--- src/rtl/core/dslsd_pkg.sv ---
// Package for the duty slew limiter and stall detector.
// Holds the item codes, register indexes and shared structure types; no dependencies.
`timescale 1ns / 1ps
`default_nettype none

package dslsd_pkg;

  localparam logic [2:0] KIND_DRIVE   = 3'd0;
  localparam logic [2:0] KIND_STOP    = 3'd1;
  localparam logic [2:0] KIND_CHECK   = 3'd2;
  localparam logic [2:0] KIND_CLEAR   = 3'd3;
  localparam logic [2:0] KIND_RESTART = 3'd4;

  localparam logic [2:0] REG_SLEW_STEP         = 3'd0;
  localparam logic [2:0] REG_DUTY_LIMIT        = 3'd1;
  localparam logic [2:0] REG_STALL_DUTY_LEVEL  = 3'd2;
  localparam logic [2:0] REG_STALL_SPEED_LEVEL = 3'd3;
  localparam logic [2:0] REG_STALL_TIMEOUT     = 3'd4;

  localparam logic [15:0]        RST_SLEW_STEP         = 16'd5;
  localparam logic [14:0]        RST_DUTY_LIMIT        = 15'd100;
  localparam logic [14:0]        RST_STALL_DUTY_LEVEL  = 15'd60;
  localparam logic signed [15:0] RST_STALL_SPEED_LEVEL = 16'sd50;
  localparam logic [31:0]        RST_STALL_TIMEOUT     = 32'd1000;

  typedef struct packed {
    logic [15:0]        slew_step;
    logic [14:0]        duty_limit;
    logic [14:0]        stall_duty_level;
    logic signed [15:0] stall_speed_level;
    logic [31:0]        stall_timeout;
  } cfg_t;

  typedef struct packed {
    logic [2:0]         kind;
    logic signed [15:0] duty_request;
    logic signed [15:0] encoder_speed;
    logic [31:0]        time_now;
  } cmd_t;

  typedef struct packed {
    logic signed [15:0] duty_applied;
    logic               stall_confirmed;
    logic               stall_pending;
  } result_t;

  typedef struct packed {
    logic valid;
    cmd_t cmd;
  } stage_t;

endpackage

`default_nettype wire

--- src/rtl/core/dslsd_if.sv ---
// Channel interfaces of the duty slew limiter: command, result and register write.
// Each carries valid, ready and its payload; uses no package.
`timescale 1ns / 1ps
`default_nettype none

interface dslsd_cmd_if ();
  logic               valid;
  logic               ready;
  logic [2:0]         kind;
  logic signed [15:0] duty_request;
  logic signed [15:0] encoder_speed;
  logic [31:0]        time_now;

  modport source (output valid, kind, duty_request, encoder_speed, time_now, input ready);
  modport sink (input valid, kind, duty_request, encoder_speed, time_now, output ready);
endinterface

interface dslsd_res_if ();
  logic               valid;
  logic               ready;
  logic signed [15:0] duty_applied;
  logic               stall_confirmed;
  logic               stall_pending;

  modport source (output valid, duty_applied, stall_confirmed, stall_pending, input ready);
  modport sink (input valid, duty_applied, stall_confirmed, stall_pending, output ready);
endinterface

interface dslsd_cfg_if ();
  logic        valid;
  logic        ready;
  logic [2:0]  index;
  logic [31:0] data;

  modport source (output valid, index, data, input ready);
  modport sink (input valid, index, data, output ready);
endinterface

`default_nettype wire

--- src/rtl/core/dslsd_cfg_regs.sv ---
// Configuration register file of the duty slew limiter.
// Depends on dslsd_pkg and the register write interface.
`timescale 1ns / 1ps
`default_nettype none

module dslsd_cfg_regs import dslsd_pkg::*; (
  input  logic        clk,
  input  logic        rst,
  dslsd_cfg_if.sink   cfg,
  output cfg_t        regs
);

  assign cfg.ready = 1'b1;

  always_ff @(posedge clk) begin
    if (rst) begin
      regs.slew_step         <= RST_SLEW_STEP;
      regs.duty_limit        <= RST_DUTY_LIMIT;
      regs.stall_duty_level  <= RST_STALL_DUTY_LEVEL;
      regs.stall_speed_level <= RST_STALL_SPEED_LEVEL;
      regs.stall_timeout     <= RST_STALL_TIMEOUT;
    end else if (cfg.valid) begin
      unique case (cfg.index)
        REG_SLEW_STEP:         regs.slew_step         <= cfg.data[15:0];
        REG_DUTY_LIMIT:        regs.duty_limit        <= cfg.data[14:0];
        REG_STALL_DUTY_LEVEL:  regs.stall_duty_level  <= cfg.data[14:0];
        REG_STALL_SPEED_LEVEL: regs.stall_speed_level <= $signed(cfg.data[15:0]);
        REG_STALL_TIMEOUT:     regs.stall_timeout     <= cfg.data;
        default: begin
        end
      endcase
    end
  end

endmodule

`default_nettype wire

--- src/rtl/core/dslsd_in_reg.sv ---
// Input register of the duty slew limiter: captures one command per cycle
// while free or advancing. Depends on dslsd_pkg and the command interface.
`timescale 1ns / 1ps
`default_nettype none

module dslsd_in_reg import dslsd_pkg::*; (
  input  logic       clk,
  input  logic       rst,
  dslsd_cmd_if.sink  cmd,
  input  logic       advance,
  output stage_t     stage
);

  logic take;

  assign cmd.ready = !stage.valid || advance;
  assign take      = cmd.valid && cmd.ready;

  always_ff @(posedge clk) begin
    if (rst) begin
      stage.valid <= 1'b0;
    end else if (take) begin
      stage.valid <= 1'b1;
    end else if (advance) begin
      stage.valid <= 1'b0;
    end
  end

  always_ff @(posedge clk) begin
    if (take) begin
      stage.cmd.kind          <= cmd.kind;
      stage.cmd.duty_request  <= cmd.duty_request;
      stage.cmd.encoder_speed <= cmd.encoder_speed;
      stage.cmd.time_now      <= cmd.time_now;
    end
  end

endmodule

`default_nettype wire

--- src/rtl/core/dslsd_exec.sv ---
// Execute stage: slew limit, clamp and stall timing, with the state and result registers.
// Depends on dslsd_pkg and the result interface.
`timescale 1ns / 1ps
`default_nettype none

module dslsd_exec import dslsd_pkg::*; (
  input  logic        clk,
  input  logic        rst,
  input  cfg_t        regs,
  input  stage_t      stage,
  output logic        advance,
  dslsd_res_if.source res
);

  logic signed [15:0] last_duty;
  logic signed [15:0] last_duty_next;
  logic               stall_timing;
  logic               stall_timing_next;
  logic [31:0]        stall_onset;
  logic [31:0]        stall_onset_next;
  logic               confirmed;
  logic               res_valid;
  result_t            result;

  logic signed [17:0] req_w;
  logic signed [17:0] last_w;
  logic signed [17:0] step_w;
  logic signed [17:0] lim_w;
  logic signed [17:0] delta;
  logic signed [17:0] slewed;
  logic signed [17:0] clamped;
  logic [16:0]        mag;
  logic               cond;
  logic [31:0]        onset_used;
  logic [31:0]        elapsed;

  assign advance = stage.valid && (!res_valid || res.ready);

  always_comb begin
    req_w  = 18'(stage.cmd.duty_request);
    last_w = 18'(last_duty);
    step_w = $signed({2'b00, regs.slew_step});
    lim_w  = $signed({3'b000, regs.duty_limit});
    delta  = req_w - last_w;
    if (delta > step_w) begin
      slewed = last_w + step_w;
    end else if (delta < -step_w) begin
      slewed = last_w - step_w;
    end else begin
      slewed = req_w;
    end
    if (slewed > lim_w) begin
      clamped = lim_w;
    end else if (slewed < -lim_w) begin
      clamped = -lim_w;
    end else begin
      clamped = slewed;
    end

    mag        = last_duty[15] ? 17'(-17'(last_duty)) : 17'(last_duty);
    cond       = (mag >= {2'b00, regs.stall_duty_level}) &&
                 (stage.cmd.encoder_speed <= regs.stall_speed_level);
    onset_used = stall_timing ? stall_onset : stage.cmd.time_now;
    elapsed    = stage.cmd.time_now - onset_used;
  end

  always_comb begin
    last_duty_next    = last_duty;
    stall_timing_next = stall_timing;
    stall_onset_next  = stall_onset;
    confirmed         = 1'b0;
    unique case (stage.cmd.kind)
      KIND_DRIVE: begin
        last_duty_next = clamped[15:0];
      end
      KIND_STOP: begin
        last_duty_next = '0;
      end
      KIND_CHECK: begin
        if (cond) begin
          stall_timing_next = 1'b1;
          stall_onset_next  = onset_used;
          confirmed         = (elapsed >= regs.stall_timeout);
        end else begin
          stall_timing_next = 1'b0;
        end
      end
      KIND_CLEAR: begin
        stall_timing_next = 1'b0;
        stall_onset_next  = '0;
      end
      KIND_RESTART: begin
        last_duty_next    = '0;
        stall_timing_next = 1'b0;
        stall_onset_next  = '0;
      end
      default: begin
      end
    endcase
  end

  always_ff @(posedge clk) begin
    if (rst) begin
      last_duty    <= '0;
      stall_timing <= 1'b0;
      stall_onset  <= '0;
      res_valid    <= 1'b0;
    end else begin
      if (advance) begin
        last_duty    <= last_duty_next;
        stall_timing <= stall_timing_next;
        stall_onset  <= stall_onset_next;
        res_valid    <= 1'b1;
      end else if (res.ready) begin
        res_valid <= 1'b0;
      end
    end
  end

  always_ff @(posedge clk) begin
    if (advance) begin
      result.duty_applied    <= last_duty_next;
      result.stall_confirmed <= confirmed;
      result.stall_pending   <= stall_timing_next;
    end
  end

  assign res.valid           = res_valid;
  assign res.duty_applied    = result.duty_applied;
  assign res.stall_confirmed = result.stall_confirmed;
  assign res.stall_pending   = result.stall_pending;

endmodule

`default_nettype wire

--- src/rtl/core/duty_slew_limit_stall_detect.sv ---
// Top level of the motor duty conditioner with slew limit, clamp and stall timeout.
// Depends on dslsd_pkg, the channel interfaces and the dslsd submodules.
//
// The block accepts one command transaction in every cycle while results are
// taken, and returns exactly one result transaction for each, in order. A
// command is captured in the input register at its accepting edge and its
// result is loaded into the result register at the next edge when that
// register is free or being taken, and stays valid until it is taken. A
// result that is held back keeps the input register occupied, and the input
// stalls once both registers are full. The execute stage between them holds
// the duty and stall state, so consecutive commands see each other's effect
// with no gap. Register writes are always ready and apply to commands that
// reach the execute stage after the write.
`timescale 1ns / 1ps
`default_nettype none

module duty_slew_limit_stall_detect import dslsd_pkg::*; (
  input  logic        clk,
  input  logic        rst,
  dslsd_cmd_if.sink   cmd,
  dslsd_res_if.source result,
  dslsd_cfg_if.sink   cfg
);

  cfg_t   regs;
  stage_t stage;
  logic   advance;

  dslsd_cfg_regs u_cfg_regs (
    .clk  (clk),
    .rst  (rst),
    .cfg  (cfg),
    .regs (regs)
  );

  dslsd_in_reg u_in_reg (
    .clk     (clk),
    .rst     (rst),
    .cmd     (cmd),
    .advance (advance),
    .stage   (stage)
  );

  dslsd_exec u_exec (
    .clk     (clk),
    .rst     (rst),
    .regs    (regs),
    .stage   (stage),
    .advance (advance),
    .res     (result)
  );

endmodule

`default_nettype wire

--- src/flat_wrapper.sv ---
// flat-port wrapper written by rule: the top's interface ports become plain ports
module duty_slew_limit_stall_detect_flat import dslsd_pkg::*;
  (clk, rst, cmd_valid, cmd_kind, cmd_duty_request, cmd_encoder_speed, cmd_time_now, cmd_ready, result_valid, result_duty_applied, result_stall_confirmed, result_stall_pending, result_ready, cfg_valid, cfg_index, cfg_data, cfg_ready);
  dslsd_cmd_if cmd_i ();
  dslsd_res_if result_i ();
  dslsd_cfg_if cfg_i ();
  input  logic clk;
  input  logic rst;
  input wire logic [$bits(cmd_i.valid)-1:0] cmd_valid;
  input wire logic [$bits(cmd_i.kind)-1:0] cmd_kind;
  input wire logic [$bits(cmd_i.duty_request)-1:0] cmd_duty_request;
  input wire logic [$bits(cmd_i.encoder_speed)-1:0] cmd_encoder_speed;
  input wire logic [$bits(cmd_i.time_now)-1:0] cmd_time_now;
  output wire logic [$bits(cmd_i.ready)-1:0] cmd_ready;
  output wire logic [$bits(result_i.valid)-1:0] result_valid;
  output wire logic [$bits(result_i.duty_applied)-1:0] result_duty_applied;
  output wire logic [$bits(result_i.stall_confirmed)-1:0] result_stall_confirmed;
  output wire logic [$bits(result_i.stall_pending)-1:0] result_stall_pending;
  input wire logic [$bits(result_i.ready)-1:0] result_ready;
  input wire logic [$bits(cfg_i.valid)-1:0] cfg_valid;
  input wire logic [$bits(cfg_i.index)-1:0] cfg_index;
  input wire logic [$bits(cfg_i.data)-1:0] cfg_data;
  output wire logic [$bits(cfg_i.ready)-1:0] cfg_ready;
  assign cmd_i.valid = cmd_valid;
  assign cmd_i.kind = cmd_kind;
  assign cmd_i.duty_request = cmd_duty_request;
  assign cmd_i.encoder_speed = cmd_encoder_speed;
  assign cmd_i.time_now = cmd_time_now;
  assign cmd_ready = cmd_i.ready;
  assign result_valid = result_i.valid;
  assign result_duty_applied = result_i.duty_applied;
  assign result_stall_confirmed = result_i.stall_confirmed;
  assign result_stall_pending = result_i.stall_pending;
  assign result_i.ready = result_ready;
  assign cfg_i.valid = cfg_valid;
  assign cfg_i.index = cfg_index;
  assign cfg_i.data = cfg_data;
  assign cfg_ready = cfg_i.ready;
  duty_slew_limit_stall_detect u_core (.clk(clk), .rst(rst), .cmd(cmd_i), .result(result_i), .cfg(cfg_i));
endmodule
--- config.mk ---
export PLATFORM = sky130hd
export DESIGN_NAME = duty_slew_limit_stall_detect_flat
export DESIGN_NICKNAME = d
export VERILOG_FILES = /design/src/rtl/core/dslsd_pkg.sv /design/src/rtl/core/dslsd_if.sv /design/src/rtl/core/dslsd_cfg_regs.sv /design/src/rtl/core/dslsd_in_reg.sv /design/src/rtl/core/dslsd_exec.sv /design/src/rtl/core/duty_slew_limit_stall_detect.sv /design/src/flat_wrapper.sv
export SDC_FILE = /design/constraint.sdc
export NUM_CORES = 1
export LEC_CHECK = 0
export BUFFER_PORTS_ARGS = -buffer_cell sky130_fd_sc_hd__buf_2
export CAP_MARGIN = 20
export CORE_ASPECT_RATIO = 0.8
export CORE_MARGIN = 1
export CORE_UTILIZATION = 44
export DETAILED_ROUTE_END_ITERATION = 12
export SLEW_MARGIN = 20
export SYNTH_ARGS = -nofsm -noshare
export SYNTH_HDL_FRONTEND = slang
export SYNTH_HIERARCHICAL = 1
export SYNTH_SLANG_ARGS = --single-unit
--- constraint.sdc ---
create_clock -name clk -period 22.1 [get_ports clk]
set_clock_uncertainty 0.2 [all_clocks]
set_input_delay 2.21 -clock clk [delete_from_list [all_inputs] [get_ports clk]]
set_output_delay 2.21 -clock clk [all_outputs]
set_load 0.005 [all_outputs]
==> qor.yml, run 1 <==
synthesis:
  synthFlopType: "dfxtp_1"
  synthMostInstantiatedCell: "ha_1"
  syn_area_per_cell_sq_um: 9.06
  synth-simple-area-share: 0.176
  ys_warn_count: 6
  synth_nets: 2205
  yosys-top-cells-area: "dfxtp_1, ha_1, edfxtp_1, mux2i_1, nand2b_1"
  syn_area_sq_um: 17100
  synthArstFlopShare: 0
  synth_top_area_share: 0.170
  synth_seq_cells: 230
  yosysUniqueCellTypes: 102
  synthAdderAreaFrac: 0.154
  synth_compound_area_frac: 0.182
  synth_xor_area_frac: 0.0417
  yosys.area.top_type: "dfxtp_1"
  muxShareOfSynthArea: 0.0750
  synth_top_family_by_area: "compound AO/OA/AOI/OAI gates"
  synthCells: 1890
  synth_edf_count: 85
  synth_commonest_cells: "ha_1, inv_1, dfxtp_1, nand2b_1, a21oi_1"
  yosysSeqAreaShare: 0.319
clock_network:
  cts_setup_buffers: 0
  numCtsBuffers: 28
  clk_pin_slew_ns: 0.06
  clkSinkCount: 230
  cts_hold_buf: 0
  post_cts_resized: 0
  htreeDepth: 1
  cts_tree: "yes"
  clk_path_buf_depth: 3
  clk_latency_ns: 0.58
  cts-root-buf: "clkbuf_16"
floorplan:
  coreArea_sq_um: 38300
  die_area_sq_um: 39700
  fp.dieW_um: 223
  floorplan.initialDensity: 0.447
  dieHeight_um: 178
  boundaryPins: 128
  rows: 64
grt:
  grt_pass1_wl_um: 78000
  first_global_vias: 13400
  grt.total_usage: 0.254
  antenna_found_initial: 3
  grt_overflow_total: 0
  grt_max_degree: 105
pwr:
  p_clk_frac: 0.356
  p_per_area_nw_per_um2: 69.2
  intPower_w: 0.000892
  pwr-share-comb: 0.286
  leakage_nw: 8.07
  seqPwrFrac: 0.357
  switching_share: 0.327
  vdd_ir_drop_max_mv: 0.0604
  switching_power_w: 0.000434
detailed_routing:
  vias: 14500
  ant_nets: 0
  dr.pass1.iters: 6
  avgViaCountPerCell: 5.81
  drc: 0
  drtIter0Drc: 1474
  wirelength_um: 51800
  post_drt_wl_per_cell_um: 20.7
placed_design:
  place_congestion: 0.986
  port_buffers: 126
  dpl.hpwl_um: 39200
setup_path:
  r2r_slack_ns: 13.28
  critical_path_class: "register to register"
  cp_common_cell: "a21oi_1"
  critPathSlowestCell: "nor2_1"
  cpPeakStageDelay_ns: 0.81
  setup.worst_path.start_class: "register"
  critPathMaxFanout: 31
  endpoint_kind: "register"
  cp.arrival_ns: 9.09
  cp.required_ns: 22.37
timing:
  setup_tns_ns: 0
  clock.fmax_ghz: 0.113
  relSlewSlack: 0.277
  final_max_slew_viol_count: 0
  hold_viol_final: 0
  fin_crit_sh: 0.399
  finalCriticalPeriod_ns: 8.82
  setup_viol: 0
  rsz0062_at_grt: "false"
  whs_ns: 0.273
  worstMarginPinSlew_ns: 1.08
finish:
  final_layout_size_suffix_gt1_frac: 0.116
  finish.utilization: 0.500
  syn2layout_area_growth_pct: 11.9
  finalNetCount: 2302
  num-fill-cells: 3567
hold_path:
  hold_path.class: "register to register"
outcome:
  outcome: "complete, no violations"
run:
  max_cap_violations: 0
## worst paths after layout
path | from | endpoint | cells past startpoint
setup / recovery | u_core/u_exec/last_duty[4] | u_core/u_exec/last_duty[9] | 35
hold / removal | u_core/u_cfg_regs/regs[22] | u_core/u_cfg_regs/regs[22] | 2
setup reg to reg | u_core/u_exec/last_duty[4] | u_core/u_exec/last_duty[9] | 35
hold reg to reg | u_core/u_cfg_regs/regs[22] | u_core/u_cfg_regs/regs[22] | 2
## routing by layer
metal / track usage / share of wire / wire, um
met1: 0.376 / 0.49 / 25300
met2: 0.365 / 0.40 / 20600
met3: 0.0715 / 0.095 / 4940
met4: 0.0457 / 0.017 / 876
met5: 0 / 0.00019 / 10
## flip-flops by register name, indices dropped and copies added, names as in the netlist
signal                             cells
u_core/u_exec/res.stall_confirmed      1
u_core/u_exec/res.stall_pending        1
u_core/u_cfg_regs/regs                94
u_core/u_in_reg/stage                 68
u_core/u_exec/stall_timing             1
u_core/u_exec/res.valid                1
u_core/u_exec/last_duty               16
u_core/u_exec/stall_onset             32
u_core/u_exec/res.duty_applied        16
## power by group through the flow
| stage | Combinational (W) | Clock (W) | Sequential, W |
|---|---|---|---|
| after floorplan | 0.000270 | 0 | 0.000477 |
| after global routing | 0.000421 | 0.000499 | 0.000475 |
| after detailed placement | 0.000370 | 0 | 0.000482 |
| final | 0.000380 | 0.000472 | 0.000474 |
| after CTS | 0.000373 | 0.000483 | 0.000473 |
| after global placement | 0.000367 | 0 | 0.000482 |
## cell type report
| cell class | instances | area (sq um) | share of cell area |
|---|---|---|---|
| clock inverter | 9 | 87.6 | 0.00457 |
| antenna | 1 | 2.50 | 0.000131 |
| sequential | 230 | 5460 | 0.285 |
| inverter | 149 | 559 | 0.0292 |
| clock buffer | 42 | 867 | 0.0453 |
| tap | 495 | 619 | 0.0323 |
| timing repair buffer | 144 | 768 | 0.0401 |
| multi-input combinational | 1434 | 10800 | 0.564 |
## cell families after synthesis
family          count (synthesis)
xor+xnor                       80
other cells                     1
compound gates                461
simple gates                  555
fa+ha+maj                     209
flops                         230
mux                           128
buf+inv                       226
## worst max-delay path: cells and delay by family (launching register included)
family                   cells  cell delay, ns
AO/OA/AOI/OAI               17            3.86
AND/OR/NAND/NOR             12            2.44
adder cells (fa/ha/maj)      3            1.00
flip-flops                   1            0.62
buffers and inverters        2            0.40
XOR/XNOR                     1            0.18
## placed cells by master (no fill, tap or decap), types with 12 or more instances in the layout
cell type / synthesis / routed
nor3_1: 40 / 40
nor2_1: 115 / 115
nor2b_1: 23 / 23
a21o_1: 45 / 45
o221ai_1: 28 / 28
buf_2: 17 / 125
xor2_1: 14 / 14
o22ai_1: 19 / 19
a21oi_1: 133 / 133
mux2i_1: 126 / 126
edfxtp_1: 85 / 85
buf_4: 3 / 19
nand3b_1: 32 / 32
clkbuf_16: 0 / 31
and3_1: 14 / 14
and2_1: 12 / 12
nand4_1: 19 / 19
nand2b_1: 135 / 134
o21ai_0: 64 / 64
o21a_1: 22 / 22
nand2_1: 96 / 96
ha_1: 204 / 204
o31ai_1: 39 / 39
dfxtp_1: 145 / 144
xnor2_1: 65 / 65
nand3_1: 21 / 21
inv_1: 147 / 147
## stage by stage
stage	cells	instance area, sq um	setup slack, ns	total power (W)
after global placement	2452	18200	13.77	0.000849
final	2504	19200	13.28	0.00133
after floorplan	1890	17100	14.96	0.000747
after detailed placement	2452	18200	13.57	0.000853
after CTS	2503	19200	13.54	0.00133
after global routing	2503	19200	12.81	0.00140
Power figures use the tool's default switching activity.
==> run 2, diff against run 1 <==
--- a/config.mk
+++ b/config.mk
@@ -5,6 +5,7 @@
 export SDC_FILE = /design/constraint.sdc
 export NUM_CORES = 1
 export LEC_CHECK = 0
+export ABC_AREA = 1
 export BUFFER_PORTS_ARGS = -buffer_cell sky130_fd_sc_hd__buf_2
 export CAP_MARGIN = 20
 export CORE_ASPECT_RATIO = 0.8
==> constraint.sdc (replaced) <==
create_clock -name clk -period 8.8 [get_ports clk]
set_clock_uncertainty 0.2 [all_clocks]
set_input_delay 0.88 -clock clk [delete_from_list [all_inputs] [get_ports clk]]
set_output_delay 0.88 -clock clk [all_outputs]
set_load 0.005 [all_outputs]
==> qor.yml, run 2 <==
synthesis:
  synth_top_area_share: 0.165  # -0.00401
  syn_area_sq_um: 17500  # +2.4%
  synth_seq_cells: 230  # unchanged
  syn_area_per_cell_sq_um: 7.20  # -20%
  yosys-top-cells-area: "dfxtp_1, ha_1, edfxtp_1, nand2_1, inv_1"
  synth_commonest_cells: "nand2_1, inv_1, nor2_1, nand3_1, ha_1"
  ys_warn_count: 6  # unchanged
  yosysUniqueCellTypes: 57  # -44%
  synth_nets: 2750  # +25%
  synthMostInstantiatedCell: "nand2_1"
  synth_edf_count: 85  # unchanged
  synthArstFlopShare: 0  # unchanged
  yosys.area.top_type: "dfxtp_1"
  synthCells: 2435  # +29%
  synthFlopType: "dfxtp_1"
  yosysSeqAreaShare: 0.311  # -0.00754
detailed_routing:
  wirelength_um: 54300  # +4.8%
  drtIter0Drc: 1391  # -5.6%
  drc: 0  # unchanged
  avgViaCountPerCell: 5.31  # -8.6%
  ant_nets: 0  # unchanged
  vias: 16300  # +12%
  dr.pass1.iters: 6  # unchanged
  post_drt_wl_per_cell_um: 17.6  # -15%
pwr:
  p_per_area_nw_per_um2: 198  # +190%
  power_w: 0.00384  # +190%
  vdd_ir_drop_max_mv: 0.158  # +160%
  leakage_nw: 9.40  # +16%
finish:
  syn2layout_area_growth_pct: 10.7
  largestRegisters: "u_core/u_cfg_regs/regs: 94 flops, u_core/u_in_reg/stage: 68 flops, u_core/u_exec/stall_onset: 32 flops"
  final_cell_area_sq_um: 19400  # +1.4%
  multiInputGateArea_sq_um: 10300  # -4.3%
  final_common_cell: "nand2_1"
  regMostFlops: "u_core/u_cfg_regs/regs"
  finalNetCount: 2836  # +23%
  finish.utilization: 0.493  # -0.00707
  largest_reg_flops: 94  # unchanged
  ff_latch_area_sq_um: 5460  # unchanged
  final_cell_mix: "nand2_1, inv_1, nor2_1"
  final_layout_size_suffix_gt1_frac: 0.0960  # -0.0196
  diodes: 0  # -1
  num-fill-cells: 4033  # +13%
floorplan:
  boundaryPins: 128  # unchanged
  rows: 65  # +1.6%
  dieHeight_um: 181  # +1.2%
  floorplan.initialDensity: 0.446  # -0.00179
  coreArea_sq_um: 39400  # +2.8%
  die_area_sq_um: 40700  # +2.4%
  fp.dieW_um: 225  # +1.2%
setup_path:
  cpPeakStageDelay_ns: 0.76  # -0.05 ns
  cp_common_cell: "nand2_1"
  critPathSlowestCell: "dfxtp_1"
  cp.arrival_ns: 8.16  # -0.93 ns
  path_buf_inv: 5  # +3
  critical_path.top_delay_family: "simple AND/OR/NAND/NOR gates"
  endpoint_kind: "register"
  critPathMaxFanout: 31  # unchanged
  critical_path_class: "register to register"
  cp.required_ns: 9.07  # -13.30 ns
  setup.worst_path.start_class: "register"
outcome:
  outcome: "complete, no violations"
grt:
  grt_overflow_total: 0  # unchanged
  first_global_vias: 15000  # +12%
  grt.total_usage: 0.264  # +0.00966
  grt_max_degree: 79  # -25%
  antenna_found_initial: 0  # -3
  grt_pass1_wl_um: 84000  # +7.7%
clock_network:
  cts_tree: "yes"
  cts_setup_buffers: 0  # unchanged
  cts_hold_buf: 0  # unchanged
  cts-root-buf: "clkbuf_16"
  numCtsBuffers: 27  # -3.6%
  clk_pin_slew_ns: 0.06  # about the same
  clk_path_buf_depth: 3  # unchanged
  post_cts_resized: 0  # unchanged
  clkSinkCount: 230  # unchanged
  htreeDepth: 1  # unchanged
  clk_latency_ns: 0.57  # about the same
timing:
  relSlewSlack: 0.291  # +0.0142
  setup_viol: 0  # unchanged
  worstMarginPinSlew_ns: 1.06  # -0.0198 ns
  whs_ns: 0.253  # -0.0204 ns
  rsz0062_at_grt: "false"
  setup_tns_ns: 0  # unchanged
  hold_viol_final: 0  # unchanged
  clock.fmax_ghz: 0.127  # +12%
  fin_crit_sh: 0.897  # +0.498
  finalCriticalPeriod_ns: 7.89  # -0.931 ns
  final_max_slew_viol_count: 0  # unchanged
placed_design:
  place_congestion: 1.00  # +1.9%
  placed_area_sq_um: 18500  # +1.5%
  port_buffers: 126  # unchanged
  dpl.hpwl_um: 42400  # +8.2%
run:
  max_cap_violations: 0  # unchanged
hold_path:
  hold_path.class: "register to register"
run 2: layout make-up:
class,instances,share of cell area
well taps,536,0.0345
flip-flops and latches,230,0.281
multi-input cells,1775,0.532
clock inverters,14,0.00509
inverters,350,0.0677
repair buffers,137,0.0374
clock buffers,36,0.0424
run 2: final timing paths:
path | start | end | cells past startpoint | slack (ns)
setup / recovery | u_core/u_exec/last_duty[15] | u_core/u_exec/last_duty[12] | 36 | 0.91
hold / removal | u_core/u_exec/stall_onset[2] | u_core/u_exec/stall_onset[2] | 2 | 0.25
setup reg to reg | u_core/u_exec/last_duty[15] | u_core/u_exec/last_duty[12] | 36 | 0.91
hold reg to reg | u_core/u_exec/stall_onset[2] | u_core/u_exec/stall_onset[2] | 2 | 0.25
run 2: tightest hold or removal path: cells and delay by family, from the launching register on:
family	cells	cell delay, ns
AO/OA/AOI/OAI	1	0.05
flip-flops	1	0.30
buffers and inverters	1	0.06
run 2: cells by family after synthesis:
group           synth area share
compound gates             0.127
flops                      0.311
fa+ha+maj                  0.150
simple gates               0.262
buf+inv                    0.101
other cells             0.000214
xor+xnor                  0.0479
mux                     0.000571
run 2: per-layer routing:
| layer | part of all wire | vias up | global-route usage |
|---|---|---|---|
| met1 | 0.52 | 7584 | 0.414 |
| li1 | - | 8196 | - |
| met3 | 0.063 | 71 | 0.0404 |
| met5 | 0 | - | 0 |
| met2 | 0.40 | 478 | 0.376 |
| met4 | 0.020 | 0 | 0.0501 |
run 2: where the power goes:
group | internal (W) | total (W) | switching [W] | leakage (nW)
clock | 0.000663 | 0.00115 | 0.000491 | 0.465
combinational | 0.000519 | 0.00145 | 0.000933 | 6.94
sequential | 0.00117 | 0.00123 | 0.0000563 | 2.00
run 2: stage by stage:
step	cells	setup slack (ns)
after floorplan	2435	3.20
after global placement	3026	1.03
after detailed placement	3026	1.21
after CTS	3076	1.17
after global routing	3078	0.482
final	3078	0.908
==> run 3, diff against run 2 <==
--- a/config.mk
+++ b/config.mk
@@ -12,6 +12,7 @@
 export CORE_MARGIN = 1
 export CORE_UTILIZATION = 44
 export DETAILED_ROUTE_END_ITERATION = 12
+export PLACE_DENSITY = 0.73
 export SLEW_MARGIN = 20
 export SYNTH_ARGS = -nofsm -noshare
 export SYNTH_HDL_FRONTEND = slang
==> qor.yml, run 3 (synthesis gave the netlist of run 2 again) <==
outcome:
  outcome: "complete, no violations"
clock_network:
  clk_latency_ns: 0.57  # about the same
  cts_tree: "yes"
  clk_path_buf_depth: 3  # unchanged
  post_cts_resized: 0  # unchanged
  numCtsBuffers: 28  # +3.7%
  cts_setup_buffers: 0  # unchanged
  cts-root-buf: "clkbuf_16"
  cts_hold_buf: 0  # unchanged
  clkSinkCount: 230  # unchanged
  clk_pin_slew_ns: 0.06  # about the same
  htreeDepth: 1  # unchanged
detailed_routing:
  avgViaCountPerCell: 5.33  # +0.56%
  vias: 16400  # +0.56%
  ant_nets: 0  # unchanged
  drc: 0  # unchanged
  post_drt_wl_per_cell_um: 17.1  # -3.0%
  drtIter0Drc: 1484  # +6.7%
  dr.pass1.iters: 7  # +1
  wirelength_um: 52600  # -3.0%
grt:
  first_global_vias: 15500  # +3.3%
  met2_usage: 0.381  # +0.00469
  grt_pass1_wl_um: 82700  # -1.6%
  antenna_found_initial: 1  # +1
  busiest_layer: "met2"
  grt.total_usage: 0.257  # -0.00737
  grt_overflow_total: 0  # unchanged
  grt_max_degree: 81  # +2.5%
  grtUsageMet1: 0.361  # -0.0531
  use_met3: 0.0734  # +0.0329
timing:
  finalCriticalPeriod_ns: 7.81  # -0.0777 ns
  final_max_slew_viol_count: 0  # unchanged
  setup_viol: 0  # unchanged
  setup_tns_ns: 0  # unchanged
  fin_crit_sh: 0.888  # -0.00883
  whs_ns: 0.252  # -0.00106 ns
  hold_viol_final: 0  # unchanged
  relSlewSlack: 0.349  # +0.0580
  rsz0062_at_grt: "false"
  worstMarginPinSlew_ns: 0.974  # -0.0867 ns
  clock.fmax_ghz: 0.128  # +1.0%
finish:
  final_common_cell: "nand2_1"
  largest_reg_flops: 94  # unchanged
  finish.utilization: 0.493  # about the same
  largestRegisters: "u_core/u_cfg_regs/regs: 94 flops, u_core/u_in_reg/stage: 68 flops, u_core/u_exec/stall_onset: 32 flops"
  regMostFlops: "u_core/u_cfg_regs/regs"
  diodes: 0  # unchanged
  syn2layout_area_growth_pct: 10.7  # about the same
  final_layout_size_suffix_gt1_frac: 0.0948  # -0.00118
  finalNetCount: 2835  # -0.035%
  final_cell_mix: "nand2_1, inv_1, nor2_1"
setup_path:
  r2r_slack_ns: 0.99  # +0.08 ns
  cp_common_cell: "nand2_1"
  critical_path.top_delay_family: "simple AND/OR/NAND/NOR gates"
  setup.worst_path.start_class: "register"
  path_depth: 35  # -2.8%
  path_buf_inv: 4  # -1
  rr_startpoint: "u_core/u_exec/last_duty[15]"
  cp.required_ns: 8.91  # -0.16 ns
  endpoint_kind: "register"
  critPathSlowestCell: "dfxtp_1"
  critical_path_class: "register to register"
  reg2reg_to: "u_core/u_exec/res.duty_applied[11]"
  cp.arrival_ns: 7.93  # -0.23 ns
  rr_worst_depth: 35  # -2.8%
  critPathMaxFanout: 31  # unchanged
  cpPeakStageDelay_ns: 0.78  # +0.02 ns
placed_design:
  place_congestion: 1.01  # about the same
  dpl.hpwl_um: 41100  # -3.1%
  port_buffers: 126  # unchanged
pwr:
  vdd_ir_drop_max_mv: 0.152  # -4.0%
  power_w: 0.00383  # -0.23%
  leakage_nw: 9.38  # -0.21%
  p_per_area_nw_per_um2: 197  # -0.20%
floorplan:
  rows: 65  # unchanged
  coreArea_sq_um: 39400  # unchanged
  floorplan.initialDensity: 0.446  # unchanged
  fp.dieW_um: 225  # unchanged
  dieHeight_um: 181  # unchanged
  die_area_sq_um: 40700  # unchanged
  boundaryPins: 128  # unchanged
hold_path:
  hold_path.class: "register to register"
  min_path_cells: 2  # unchanged
  min_to: "u_core/u_exec/stall_onset[29]"
  hp-start: "u_core/u_exec/stall_onset[29]"
run:
  max_cap_violations: 0  # unchanged
run 3: changes by cell type in the layout (fill, tap and decap cells not counted), sizes merged:
cell      change
buf           -2
bufinv        +1
clkbuf        +2
clkinv        -3
clkinvlp      +1
inv           +1
run 3: cell type report:
cell class	count	area (sq um)
clock inverter	14	138
timing repair buffer	135	718
fill	3936	19900
inverter	350	1310
sequential	230	5460
clock buffer	38	788
multi-input combinational	1775	10300
tap	536	671
run 3: power breakdown:
part           switching [W]  internal, W
Sequential         0.0000529      0.00117
Combinational       0.000933     0.000519
Clock               0.000486     0.000663
run 3: worst max-delay path by stage:
stage               slack (ns)                            endpoint                         from
global route              0.32  u_core/u_exec/res.duty_applied[11]  u_core/u_exec/last_duty[15]
CTS                       1.07  u_core/u_exec/res.duty_applied[11]  u_core/u_exec/last_duty[15]
detailed placement        1.11  u_core/u_exec/res.duty_applied[11]  u_core/u_exec/last_duty[15]
floorplan                 3.20            u_core/u_in_reg/stage[0]                 result_ready
finish                    0.99  u_core/u_exec/res.duty_applied[11]  u_core/u_exec/last_duty[15]
global placement          1.21  u_core/u_exec/res.duty_applied[13]  u_core/u_exec/last_duty[15]
run 3: tightest hold or removal path: stages (launching register included):
cell and delay (ns):
dfxtp_1 0.29, inv_1 0.06, a21oi_1 0.05
run 3: layer usage:
metal	share of wire	up-vias	routed length [um]
met5	0	-	0
met4	0.026	0	1360
met3	0.094	79	4960
met2	0.42	624	21900
met1	0.46	7536	24400
li1	-	8181	-
run 3: stage by stage:
stage / worst slack, ns / cell area [sq um] / instances
floorplan: 3.20 / 17500 / 2435
global placement: 1.21 / 18500 / 3025
detailed placement: 1.11 / 18500 / 3025
CTS: 1.07 / 19400 / 3077
global route: 0.317 / 19400 / 3078
finish: 0.985 / 19400 / 3078
